===== src/rtl/gsnc_pkg.sv =====
// gsnc_pkg: shared constants, types and helpers for grid_sparse_neighbor_count.
// No dependencies.
package gsnc_pkg;

  localparam int MaxWidth  = 1024;
  localparam int AddrW     = $clog2(MaxWidth);
  localparam int RowWidthW = 11;
  localparam int LimitW    = 4;
  localparam int CountW    = 21;
  localparam int CfgIdxW   = 1;
  localparam int CfgDataW  = 11;
  localparam int InBytesW  = 8;
  localparam int OutBytesW = 24;

  localparam logic [RowWidthW-1:0] RowWidthReset = RowWidthW'(MaxWidth);
  localparam logic [LimitW-1:0]    LimitReset    = LimitW'(3);
  localparam logic [CountW-1:0]    CountMax      = '1;
  localparam logic [8:0]           WinKeep       = 9'h0DB;

  // register index codes
  localparam logic [CfgIdxW-1:0] CfgRowWidth      = 1'b0;
  localparam logic [CfgIdxW-1:0] CfgNeighborLimit = 1'b1;

  typedef enum logic {
    ST_RUN,
    ST_DRAIN
  } state_t;

  // one line buffer entry: the cell two rows up and the cell one row up
  typedef struct packed {
    logic above;
    logic cur;
  } line_t;

  // center occupied and neighbor count within limit
  function automatic logic qualifies(input logic [8:0] win, input logic [LimitW-1:0] limit);
    logic [3:0] n;
    n = 4'd0;
    for (int i = 0; i < 9; i++) begin
      if (i != 4) n = n + 4'(win[i]);
    end
    return win[4] && (n <= limit);
  endfunction

endpackage


===== src/rtl/gsnc_line_buf.sv =====
// gsnc_line_buf: two-row line buffer in one synchronous RAM, read-first,
// with write-to-read forwarding. Depends on gsnc_pkg.
module gsnc_line_buf (
  input  logic                      clk,
  input  logic                      rst,
  input  logic [gsnc_pkg::AddrW-1:0] rd_addr,   // address to fetch for next cycle
  input  logic [gsnc_pkg::AddrW-1:0] want_addr, // address the logic needs now
  input  logic                      wr_en,
  input  logic [gsnc_pkg::AddrW-1:0] wr_addr,
  input  gsnc_pkg::line_t           wr_data,
  output gsnc_pkg::line_t           rd_data,
  output logic                      rd_ok
);

  gsnc_pkg::line_t mem [gsnc_pkg::MaxWidth];

  gsnc_pkg::line_t                 mem_q;
  logic [gsnc_pkg::AddrW-1:0]      rd_addr_q;
  logic                            rd_vld;
  logic                            wr_q;
  logic [gsnc_pkg::AddrW-1:0]      wr_addr_q;
  gsnc_pkg::line_t                 wr_data_q;

  always_ff @(posedge clk) begin
    if (wr_en) begin
      mem[wr_addr] <= wr_data;
    end
    mem_q     <= mem[rd_addr];
    rd_addr_q <= rd_addr;
    wr_addr_q <= wr_addr;
    wr_data_q <= wr_data;
  end

  always_ff @(posedge clk) begin
    if (rst) begin
      rd_vld <= 1'b0;
      wr_q   <= 1'b0;
    end else begin
      rd_vld <= 1'b1;
      wr_q   <= wr_en;
    end
  end

  // a write in the read's cycle is newer than the read-first data
  assign rd_data = (wr_q && (wr_addr_q == rd_addr_q)) ? wr_data_q : mem_q;
  assign rd_ok   = rd_vld && (rd_addr_q == want_addr);

endmodule


===== src/rtl/grid_sparse_neighbor_count.sv =====
// grid_sparse_neighbor_count: 3x3 neighbor counter over a raster binary grid.
// Depends on gsnc_pkg and gsnc_line_buf.
//
// Channel    Dir  Handshake               Contents
// s_axis     in   tvalid/tready           tdata[0] occupied, tlast last cell of frame
// m_axis     out  tvalid/tready           tdata[20:0] qualifying count, one per frame
// cfg        in   cfg_we (no wait)        cfg_index 0 row_width, 1 neighbor_limit
//
// One cell per cycle in steady state. The line buffer RAM is fetched ahead
// for the next column, so only the first cycle after reset and a config
// write that moves the clamped column cost a refetch bubble.
// After the last cell the block drains on its own: the rest of the row plus
// one full row of empty cells, one per cycle, with s_axis_tready low. The
// result is then held in an output register; input resumes at once.
// A drain that is about to finish waits while a previous result is untaken.
// Reset is synchronous; line buffer contents survive reset and frame ends.
module grid_sparse_neighbor_count (
  input  logic                                   clk,
  input  logic                                   rst,
  input  logic                                   s_axis_tvalid,
  output logic                                   s_axis_tready,
  input  logic [gsnc_pkg::InBytesW-1:0]          s_axis_tdata,  // [0] occupied
  input  logic                                   s_axis_tlast,  // last_in_frame
  output logic                                   m_axis_tvalid,
  input  logic                                   m_axis_tready,
  output logic [gsnc_pkg::OutBytesW-1:0]         m_axis_tdata,  // [20:0] qualifying_count
  input  logic                                   cfg_we,
  input  logic [gsnc_pkg::CfgIdxW-1:0]           cfg_index,
  input  logic [gsnc_pkg::CfgDataW-1:0]          cfg_data
);

  // config
  logic [gsnc_pkg::RowWidthW-1:0] row_width;
  logic [gsnc_pkg::LimitW-1:0]    neighbor_limit;

  // control state
  gsnc_pkg::state_t              state, state_next;
  logic                          extra, extra_next;      // one more row wrap before done
  logic [gsnc_pkg::AddrW-1:0]    col, col_next;
  logic [1:0]                    row, row_next;          // 0, 1, 2 = two or more
  logic [8:0]                    win, win_next;
  logic [gsnc_pkg::CountW-1:0]   total, total_next;
  logic [gsnc_pkg::CountW-1:0]   out_count;

  // datapath
  logic [gsnc_pkg::AddrW-1:0]    wm1;   // clamped width minus one
  logic [gsnc_pkg::AddrW-1:0]    c;
  logic [gsnc_pkg::AddrW-1:0]    rd_addr;
  gsnc_pkg::line_t               rd_data;
  gsnc_pkg::line_t               wr_data;
  logic                          rd_ok;
  logic                          in_xfer, drain_push, push, wrap, finish, out_free;
  logic                          cell_bit, a, m, j1, j2;
  logic [8:0]                    win1, win2;
  logic [gsnc_pkg::CountW:0]     sum;

  always_ff @(posedge clk) begin
    if (rst) begin
      row_width      <= gsnc_pkg::RowWidthReset;
      neighbor_limit <= gsnc_pkg::LimitReset;
    end else if (cfg_we) begin
      case (cfg_index)
        gsnc_pkg::CfgRowWidth:      row_width      <= cfg_data[gsnc_pkg::RowWidthW-1:0];
        gsnc_pkg::CfgNeighborLimit: neighbor_limit <= cfg_data[gsnc_pkg::LimitW-1:0];
        default: ;
      endcase
    end
  end

  // width clamped to [1, MaxWidth], minus one
  always_comb begin
    if (row_width == '0) begin
      wm1 = '0;
    end else if (row_width > gsnc_pkg::RowWidthW'(gsnc_pkg::MaxWidth)) begin
      wm1 = gsnc_pkg::AddrW'(gsnc_pkg::MaxWidth - 1);
    end else begin
      wm1 = gsnc_pkg::AddrW'(row_width - gsnc_pkg::RowWidthW'(1));
    end
  end

  assign c    = (col > wm1) ? wm1 : col;
  assign wrap = (c == wm1);

  assign out_free      = !m_axis_tvalid || m_axis_tready;
  assign s_axis_tready = (state == gsnc_pkg::ST_RUN) && rd_ok;
  assign in_xfer       = s_axis_tvalid && s_axis_tready;
  assign drain_push    = (state == gsnc_pkg::ST_DRAIN) && rd_ok &&
                         (!(wrap && !extra) || out_free);
  assign push          = in_xfer || drain_push;
  assign finish        = drain_push && wrap && !extra;

  // drain cells are empty
  assign cell_bit = in_xfer ? s_axis_tdata[0] : 1'b0;
  assign a        = (row == 2'd2) ? rd_data.above : 1'b0;
  assign m        = (row != 2'd0) ? rd_data.cur : 1'b0;

  // window: bits 2/5/8 newest column (top/middle/bottom row), center bit 4
  assign win1 = ((c == '0) ? 9'd0 : ((win >> 1) & gsnc_pkg::WinKeep)) |
                {cell_bit, 2'b00, m, 2'b00, a, 2'b00};
  assign win2 = (win1 >> 1) & gsnc_pkg::WinKeep;   // past the right edge
  assign j1   = (c != '0) && (row != 2'd0) && gsnc_pkg::qualifies(win1, neighbor_limit);
  assign j2   = wrap && (row != 2'd0) && gsnc_pkg::qualifies(win2, neighbor_limit);
  assign sum  = {1'b0, total} + (gsnc_pkg::CountW+1)'(j1) + (gsnc_pkg::CountW+1)'(j2);

  // line buffer: shift the column down one row
  assign wr_data.above = rd_data.cur;
  assign wr_data.cur   = cell_bit;
  // prefetch the column the next cell will use
  assign rd_addr = !push ? c : (wrap ? '0 : c + gsnc_pkg::AddrW'(1));

  gsnc_line_buf u_line_buf (
    .clk       (clk),
    .rst       (rst),
    .rd_addr   (rd_addr),
    .want_addr (c),
    .wr_en     (push),
    .wr_addr   (c),
    .wr_data   (wr_data),
    .rd_data   (rd_data),
    .rd_ok     (rd_ok)
  );

  always_comb begin
    state_next = state;
    extra_next = extra;
    col_next   = col;
    row_next   = row;
    win_next   = win;
    total_next = total;
    if (push) begin
      win_next   = wrap ? win2 : win1;
      total_next = (sum > {1'b0, gsnc_pkg::CountMax}) ? gsnc_pkg::CountMax
                                                       : sum[gsnc_pkg::CountW-1:0];
      col_next   = wrap ? '0 : c + gsnc_pkg::AddrW'(1);
      if (wrap && row != 2'd2) row_next = row + 2'd1;
    end
    case (state)
      gsnc_pkg::ST_RUN: begin
        if (in_xfer && s_axis_tlast) begin
          state_next = gsnc_pkg::ST_DRAIN;
          extra_next = !wrap;   // partial row still to finish
        end
      end
      gsnc_pkg::ST_DRAIN: begin
        if (drain_push && wrap) begin
          if (extra) begin
            extra_next = 1'b0;
          end else begin
            state_next = gsnc_pkg::ST_RUN;
            col_next   = '0;
            row_next   = 2'd0;
            win_next   = '0;
            total_next = '0;
          end
        end
      end
      default: state_next = gsnc_pkg::ST_RUN;
    endcase
  end

  always_ff @(posedge clk) begin
    if (rst) begin
      state <= gsnc_pkg::ST_RUN;
      extra <= 1'b0;
      col   <= '0;
      row   <= 2'd0;
      win   <= '0;
      total <= '0;
    end else begin
      state <= state_next;
      extra <= extra_next;
      col   <= col_next;
      row   <= row_next;
      win   <= win_next;
      total <= total_next;
    end
  end

  // result register
  always_ff @(posedge clk) begin
    if (rst) begin
      m_axis_tvalid <= 1'b0;
    end else if (finish) begin
      m_axis_tvalid <= 1'b1;
    end else if (m_axis_tready) begin
      m_axis_tvalid <= 1'b0;
    end
  end

  always_ff @(posedge clk) begin
    if (finish) out_count <= (sum > {1'b0, gsnc_pkg::CountMax}) ? gsnc_pkg::CountMax
                                                                : sum[gsnc_pkg::CountW-1:0];
  end

  assign m_axis_tdata = {(gsnc_pkg::OutBytesW-gsnc_pkg::CountW)'(0), out_count};

endmodule


===== config.mk =====
export PLATFORM = sky130hd
export DESIGN_NAME = grid_sparse_neighbor_count
export DESIGN_NICKNAME = d
export VERILOG_FILES = /design/src/rtl/gsnc_pkg.sv /design/src/rtl/gsnc_line_buf.sv /design/src/rtl/grid_sparse_neighbor_count.sv
export SDC_FILE = /design/constraint.sdc
export NUM_CORES = 2
export LEC_CHECK = 0
export BUFFER_PORTS_ARGS = -buffer_cell sky130_fd_sc_hd__clkbuf_2
export CAP_MARGIN = 15
export CORE_AREA = 2 2 432 434
export CTS_CLUSTER_SIZE = 16
export DETAILED_ROUTE_END_ITERATION = 10
export DIE_AREA = 0 0 434 436
export PLACE_DENSITY = 0.68
export SLEW_MARGIN = 30
export SYNTH_ARGS = -nofsm -noshare
export SYNTH_HDL_FRONTEND = slang
export SYNTH_SLANG_ARGS = --single-unit

===== constraint.sdc =====
create_clock -name clk -period 24.6 [get_ports clk]
set_input_delay 1.23 -clock clk [delete_from_list [all_inputs] [get_ports clk]]
set_output_delay 1.23 -clock clk [all_outputs]
set_load 0.02 [all_outputs]

; After elaboration in Yosys (flattened, before gate mapping)
; Memory sizes are Yosys's and may differ from the RTL's. A register that Yosys moved wholly into a read port is not among the register bits.
; Index checks and enable logic that the tools add are counted.
[classes]
add_sub_neg = 16
bitwise = 3
order_cmp = 5
n_mux = 41
eq_ne = 7
n_reduce_logical = 32
[ops]
columns = operator, n
row1 = $mux W21, 5
row2 = $mux W10, 9
row3 = $mux W9, 5
row4 = $eq A10 B10 Y1, 3
row5 = $add A21 B1 Y22, 1
row6 = $add A22 B1 Y22, 1
row7 = $gt A22 B21 Y1 const B, 1
row8 = $add A4 B1 Y4, 5
row9 = $logic_and A1 B1 Y1, 17
row10 = $mux W1, 13
row11 = $mux W2, 6
row12 = $gt A11 B11 Y1 const B, 1
row13 = $logic_not A11 Y1, 1
row14 = $add A10 B1 Y10 const B, 1
row15 = $gt A10 B10 Y1, 1
row16 = $logic_not A10 Y1, 1
row17 = $reduce_bool A10 Y1, 1
row18 = $sub A10 B1 Y10 const B, 1
row19 = $or A8 B9 Y9, 1
row20 = $add A3 B1 Y4, 2
row21 = $le A4 B4 Y1, 2
row22 = $mux W8, 1
row23 = $add A2 B1 Y3, 2
row24 = $reduce_and A2 Y1, 3
row25 = other kinds (10), 20
[totals]
in_bits = 26
mem_bits_rw = 2048
n_memories = 1
regBits = 105
[memory_table]
columns = memory, words, width, read_ports, rd_ports_with_merged_regs, wr, line
row1 = u_line_buf.mem, 1024, 2, 1, 1, 1, gsnc_line_buf.sv:15  ; gsnc_pkg::line_t mem [gsnc_pkg::MaxWidth];

; Logic depth before layout (Yosys ltp)
[logic_depth]
ltp_word = 29
mapped_depth = 50
mapped_depth_nobuf = 46

; Modules after synthesis
; Synthesis repeated with hierarchy kept, for this count alone.
[unflattened]
cells_unflattened = 5510
hier_area_um2 = 90494.3
[by_module_without_submodules]
columns = mod, area_each_um2, cells_each, n_inst
row1 = gsnc_line_buf, 84989.0, 4856, 1
row2 = grid_sparse_neighbor_count, 5505.3, 654, 1

; Worst setup path before layout
; No wires, ideal clock.
[synth_timing]
kind = register to register
start = reg row_width[0] (netlist name)
end = reg total[10] (netlist name)
arrival_ns = 21.240
path_stages_with_launch = 42
synth_period_minus_slack_ns = 21.310
slack_ns = 3.290
path_cell_list = dfxtp_1 > inv_1 > ha_1 > or4b_1 > buf_2 > or4_1 > nand2_1 > inv_1 > ha_1 > nand4_1 > or2_2 > o221a_2 > nor2_1 > clkbuf_1 > o221ai_1 > a2111o_1 > buf_2 > nor2_1 > (+6 left out) > ha_1 > ha_1 > a21o_1 > a21oi_1 > a311oi_1 > nor4_1 > fa_1 > and3_1 > nand3_1 > nor2_1 > and4_1 > nand4_1 > nor2_1 > nand3_1 > clkbuf_1 > nand2_1 > nand2_1 > a21oi_1
[synth_via]
word_cells_on_any_way = 51
cone_classes = 14 x add/sub / 5 x order compare / 2 x eq/ne / 10 x mux / 1 x bitwise / 19 x reduce/logical
[synth_lines]
columns = element, line
row1 = from (decl), grid_sparse_neighbor_count.sv:33  ; logic [gsnc_pkg::RowWidthW-1:0] row_width;
row2 = from (signal assigned), grid_sparse_neighbor_count.sv:59  ; row_width <= gsnc_pkg::RowWidthReset;
row3 = from (signal assigned), grid_sparse_neighbor_count.sv:63  ; gsnc_pkg::CfgRowWidth: row_width <= cfg_data[gsnc_pkg::RowWidthW-1:0];
row4 = $sub A10 B1 Y10 / $gt A11 B11 Y1 (equally long branches), "grid_sparse_neighbor_count.sv:77, grid_sparse_neighbor_count.sv:74"
row5 = $mux W10, grid_sparse_neighbor_count.sv:74  ; end else if (row_width > gsnc_pkg::RowWidthW'(gsnc_pkg::MaxWidth)) begin
row6 = $mux W10 *, grid_sparse_neighbor_count.sv:72  ; if (row_width == '0) begin
row7 = $gt A10 B10 Y1, grid_sparse_neighbor_count.sv:81  ; assign c = (col > wm1) ? wm1 : col;
row8 = $mux W10 *, grid_sparse_neighbor_count.sv:81
row9 = $eq A10 B10 Y1 *, gsnc_line_buf.sv:46  ; assign rd_ok = rd_vld && (rd_addr_q == want_addr);
row10 = $logic_and A1 B1 Y1 *, gsnc_line_buf.sv:46
row11 = $logic_and A1 B1 Y1 *, grid_sparse_neighbor_count.sv:85  ; assign s_axis_tready = (state == gsnc_pkg::ST_RUN) && rd_ok;
row12 = via s_axis_tready, grid_sparse_neighbor_count.sv:21  ; output logic s_axis_tready,
row13 = (+2 left out), -
row14 = via cell_bit, grid_sparse_neighbor_count.sv:53  ; logic cell_bit, a, m, j1, j2;
row15 = (+5 left out), -
row16 = $add A21 B1 Y22, grid_sparse_neighbor_count.sv:103  ; assign sum = {1'b0, total} + (gsnc_pkg::CountW+1)'(j1) + (gsnc_pkg::CountW+1)'(j2);
row17 = $add A22 B1 Y22 *, grid_sparse_neighbor_count.sv:103
row18 = $gt A22 B21 Y1, grid_sparse_neighbor_count.sv:132  ; total_next = (sum > {1'b0, gsnc_pkg::CountMax}) ? gsnc_pkg::CountMax
row19 = $mux W21 *, -
row20 = $mux W21 *, grid_sparse_neighbor_count.sv:130  ; if (push) begin
row21 = $mux W21, grid_sparse_neighbor_count.sv:146  ; if (extra) begin
row22 = $mux W21, grid_sparse_neighbor_count.sv:145  ; if (drain_push && wrap) begin
row23 = $mux W21 *, grid_sparse_neighbor_count.sv:137  ; case (state)
row24 = to (signal assigned), grid_sparse_neighbor_count.sv:175  ; total <= total_next;
row25 = to (decl), grid_sparse_neighbor_count.sv:42  ; logic [gsnc_pkg::CountW-1:0] total, total_next;
; Mark *: on every way through the listed nets, which the timed path passes. The rest lies on a longest branch.
; A chain may end at the register's enable or synchronous reset.

; Worst setup path in the final report
[layout_timing]
start = reg row_width[0] (netlist name)
end = reg total[4] (netlist name)
[layout_via]
elab_chain_len = 26
word_cells_on_any_way = 51
cone_classes = 14 x add/sub / 5 x order compare / 2 x eq/ne / 10 x mux / 1 x bitwise / 19 x reduce/logical
[layout_lines]
columns = element, line
row1 = $sub A10 B1 Y10 / $gt A11 B11 Y1 (equally long branches), "grid_sparse_neighbor_count.sv:77, grid_sparse_neighbor_count.sv:74"
row2 = $mux W10, grid_sparse_neighbor_count.sv:74
row3 = $mux W10 *, grid_sparse_neighbor_count.sv:72
row4 = $gt A10 B10 Y1, grid_sparse_neighbor_count.sv:81
row5 = $mux W10 *, grid_sparse_neighbor_count.sv:81
row6 = "via c, one bit", grid_sparse_neighbor_count.sv:47  ; logic [gsnc_pkg::AddrW-1:0] c;
row7 = $logic_not A10 Y1, grid_sparse_neighbor_count.sv:98  ; assign win1 = ((c == '0) ? 9'd0 : ((win >> 1) & gsnc_pkg::WinKeep)) |
row8 = $mux W8, grid_sparse_neighbor_count.sv:98
row9 = (+11 left out), -
row10 = $add A21 B1 Y22, grid_sparse_neighbor_count.sv:103
row11 = $add A22 B1 Y22, grid_sparse_neighbor_count.sv:103
row12 = $gt A22 B21 Y1, grid_sparse_neighbor_count.sv:132
row13 = $mux W21, -
row14 = $mux W21, grid_sparse_neighbor_count.sv:130
row15 = $mux W21, grid_sparse_neighbor_count.sv:146
row16 = $mux W21, grid_sparse_neighbor_count.sv:145
row17 = $mux W21 *, grid_sparse_neighbor_count.sv:137
; Marked as above.

==> impl_metrics.env <==
export IMPL_final_period_utilization_pct=47.39
export IMPL_synth_edf_count=2069
export IMPL_dpl_hpwl_um=164100
export IMPL_die_y_um=436
export IMPL_clkTransAtPathRegs_ps=60
export IMPL_fillCellCount=15354
export IMPL_tightest_slew_ps=1132
export IMPL_synth_seq_area_share_pct=69.62
export IMPL_grt_max_degree=239
export IMPL_maxCapViolCount=0
export IMPL_rows=158
export IMPL_synth_seq_cells=2152
export IMPL_post_place_ws_ps=13060
export IMPL_regArea_mm2=0.06379
export IMPL_synth_cells=7723
export IMPL_overflow=0
export IMPL_p_sw_w=0.002193
export IMPL_pwr_share_clk_pct=38.0
export IMPL_synth_top_area_share_pct=67.80
export IMPL_wl_met1_um=107100
export IMPL_vias_per_cell=6.349
export IMPL_powerDensity_mw_per_mm2=83.53
export IMPL_synthArstFlopShare_pct=0
export IMPL_yosysMostFrequentCell="edfxtp_1"
export IMPL_multi_input_area_mm2=0.02536
export IMPL_critical_path_endpoint_type="flop"
export IMPL_drtIter0Drc=11422
export IMPL_io_buffers=41
export IMPL_cpMaxStageDelayCell="nor3_4"
export IMPL_io_pin_count=52
export IMPL_area_growth_pct=10.46
export IMPL_grt_pass1_vias=61326
export IMPL_finalHoldViolCount=0
export IMPL_core_area_mm2=0.1846
export IMPL_cpMostUsedCell="inv_1"
export IMPL_hold_path_class="reg2reg"
export IMPL_fmax_mhz=85.78
export IMPL_stdcell_count=10242
export IMPL_worst_ep_required_time_ps=25390
export IMPL_postCtsSetupBuffers=0
export IMPL_clockRootBuffer="clkbuf_16"
export IMPL_grt_pass1_wl_um=419200
export IMPL_slowest_delay_ps=710
export IMPL_pwr_share_comb_pct=11.8
export IMPL_run_status="completed"
export IMPL_grt_usage_pct=30.49
export IMPL_vias=65025
export IMPL_slew_headroom_pct=24.51
export IMPL_cp_data_arrival_time_ps=12450
export IMPL_r2r_slack_ps=12940
export IMPL_clk_latency_ps=890
export IMPL_synthTopCellsByArea="edfxtp_1, nand2_1, nor2_1, nand3_1, mux2i_1"
export IMPL_sw_frac_of_total_pct=25.94
export IMPL_avgSynthCellArea_um2=11.86
export IMPL_cts_hold_buf=0
export IMPL_start_util_pct=49.63
export IMPL_drt_wl_total_um=293500
export IMPL_fin_crit_ps=11660
export IMPL_holdWs_ps=452.7
export IMPL_synthTopCellsByCount="edfxtp_1, nand2_1, nor2_1, nand3_1, mux2i_1"
export IMPL_routed_wl_met2_um=129700
export IMPL_final_setup_tns_ps=0
export IMPL_wl_met3_um=39410
export IMPL_synth_distinct_cells=97
export IMPL_worstSetupStartpointType="flop"
export IMPL_top_layer_used="met5"
export IMPL_worstSetupPathType="reg2reg"
export IMPL_p_int_w=0.006261
export IMPL_ant_nets=0
export IMPL_post_cts_resized=0
export IMPL_die_area_mm2=0.1892
export IMPL_ys_warn_count=0
export IMPL_ir_drop_mv=0.08002
export IMPL_cts_buffers=210
export IMPL_skew_ps=49.84
export IMPL_drc_errors=0
export IMPL_cp_max_fo=18
export IMPL_clock_sinks=2152
export IMPL_setup_slack_ps=12940
export IMPL_setup_viol=0
export IMPL_rsz0062_at_grt="no"
export IMPL_clock_path_buffers=3
export IMPL_antenna_found_initial=13
export IMPL_placed_cells=9846
export IMPL_yosysTopAreaCell="edfxtp_1"
export IMPL_finalMaxSlewViolations=0
export IMPL_ctsHtreeMaxLevel=4
export IMPL_die_x_um=434
export IMPL_netlist_area_mm2=0.09163
export IMPL_tritoncts="yes"
export IMPL_gp_congestion=0.9124
export IMPL_drive_above_1_share_pct=8.216
export IMPL_dr_pass1_iters=8
export IMPL_p_leak_nw=32.91
export IMPL_final_nets=7644
export IMPL_synth_main_ff_cell="edfxtp_1"
export IMPL_p_seq_share_pct=50.2
export IMPL_wl_per_cell_um=28.66
kinds of logic after synthesis:
| logic type | share of synthesized area, % |
|---|---|
| fa+ha+maj | 0.5489 |
| mux | 3.247 |
| compound gates | 6.377 |
| buf+inv | 3.094 |
| xor+xnor | 0.4014 |
| simple gates | 16.71 |
| other cells | 0.004093 |
| flops | 69.62 |
power groups by stage:
stage	Clock [W]	Sequential, W	Combinational, W
finish	0.00321	0.00425	0.000997
global route	0.00336	0.00425	0.00104
CTS	0.00322	0.00425	0.000963
detailed placement	0	0.00433	0.000959
global placement	0	0.00433	0.000948
floorplan	0	0.00457	0.000572
area by class of cell:
| class | count | area share (%) |
|---|---|---|
| multi-input combinational | 4921 | 25.05 |
| inverter | 67 | 0.2917 |
| antenna | 9 | 0.02225 |
| tap | 2480 | 3.066 |
| sequential | 2152 | 63.02 |
| timing repair buffer | 230 | 1.837 |
| clock buffer | 263 | 5.461 |
| clock inverter | 120 | 1.246 |
critical path, delay by kind of cell, from the launching register on:
| family | cells | cell delay (ps) |
|---|---|---|
| compound gates | 7 | 1470 |
| fa+ha+maj | 9 | 2830 |
| buf+inv | 8 | 750 |
| flops | 1 | 360 |
| simple gates | 20 | 6150 |
placed cells by master, fill, tap and decap left out, drive strengths merged, types with 16 or more instances in the layout:
master	instances
edfxtp	2069
nand2	1659
nor2	1128
nand3	667
clkbuf	304
mux2i	295
a21oi	256
buf	189
a31oi	140
clkinv	93
dfxtp	83
inv	69
o22ai	62
a32oi	58
o21ai	51
nor3	48
nand4	47
and3	43
a311oi	34
a211oi	31
ha	29
xnor2	26
o221ai	22
a22oi	21
bufinv	21
nor4	21
o211ai	19
a221oi	18
a21o	18
a2111oi	17
xor2	16
metal layers:
layer  global-route usage (%)  up-vias
met5                        0        -
li1                         -    27617
met1                    41.47    32033
met2                    45.61     4527
met4                    15.56        8
met3                    7.463      840
per-stage QoR:
stage               util, %  area, um^2  power, W
floorplan                 -       91640  0.005144
global placement      51.01       94190  0.005274
detailed placement    51.06       94280  0.005284
CTS                   54.74      101100  0.008432
global route          54.81      101200  0.008652
finish                54.82      101200  0.008454
worst paths after layout:
check	cells after the start	end	startpoint
min reg2reg	2	win[4]$_SDFF_PP0_	win[4]$_SDFF_PP0_
max reg2reg	44	total[4]$_SDFF_PP0_	row_width[0]$_SDFFE_PP0P_
max	44	total[4]$_SDFF_PP0_	row_width[0]$_SDFFE_PP0P_
min	2	win[4]$_SDFF_PP0_	win[4]$_SDFF_PP0_
registers in the layout, summed over array words and instances, names as in the netlist, 2 cells and up:
register,flops
col,10
neighbor_limit,4
out_count,21
row,2
row_width,11
total,21
u_line_buf.mem,2048
u_line_buf.mem_q,2
u_line_buf.rd_addr_q,10
u_line_buf.wr_addr_q,10
u_line_buf.wr_data_q,2
win,6
Power figures use the tool's default switching activity.
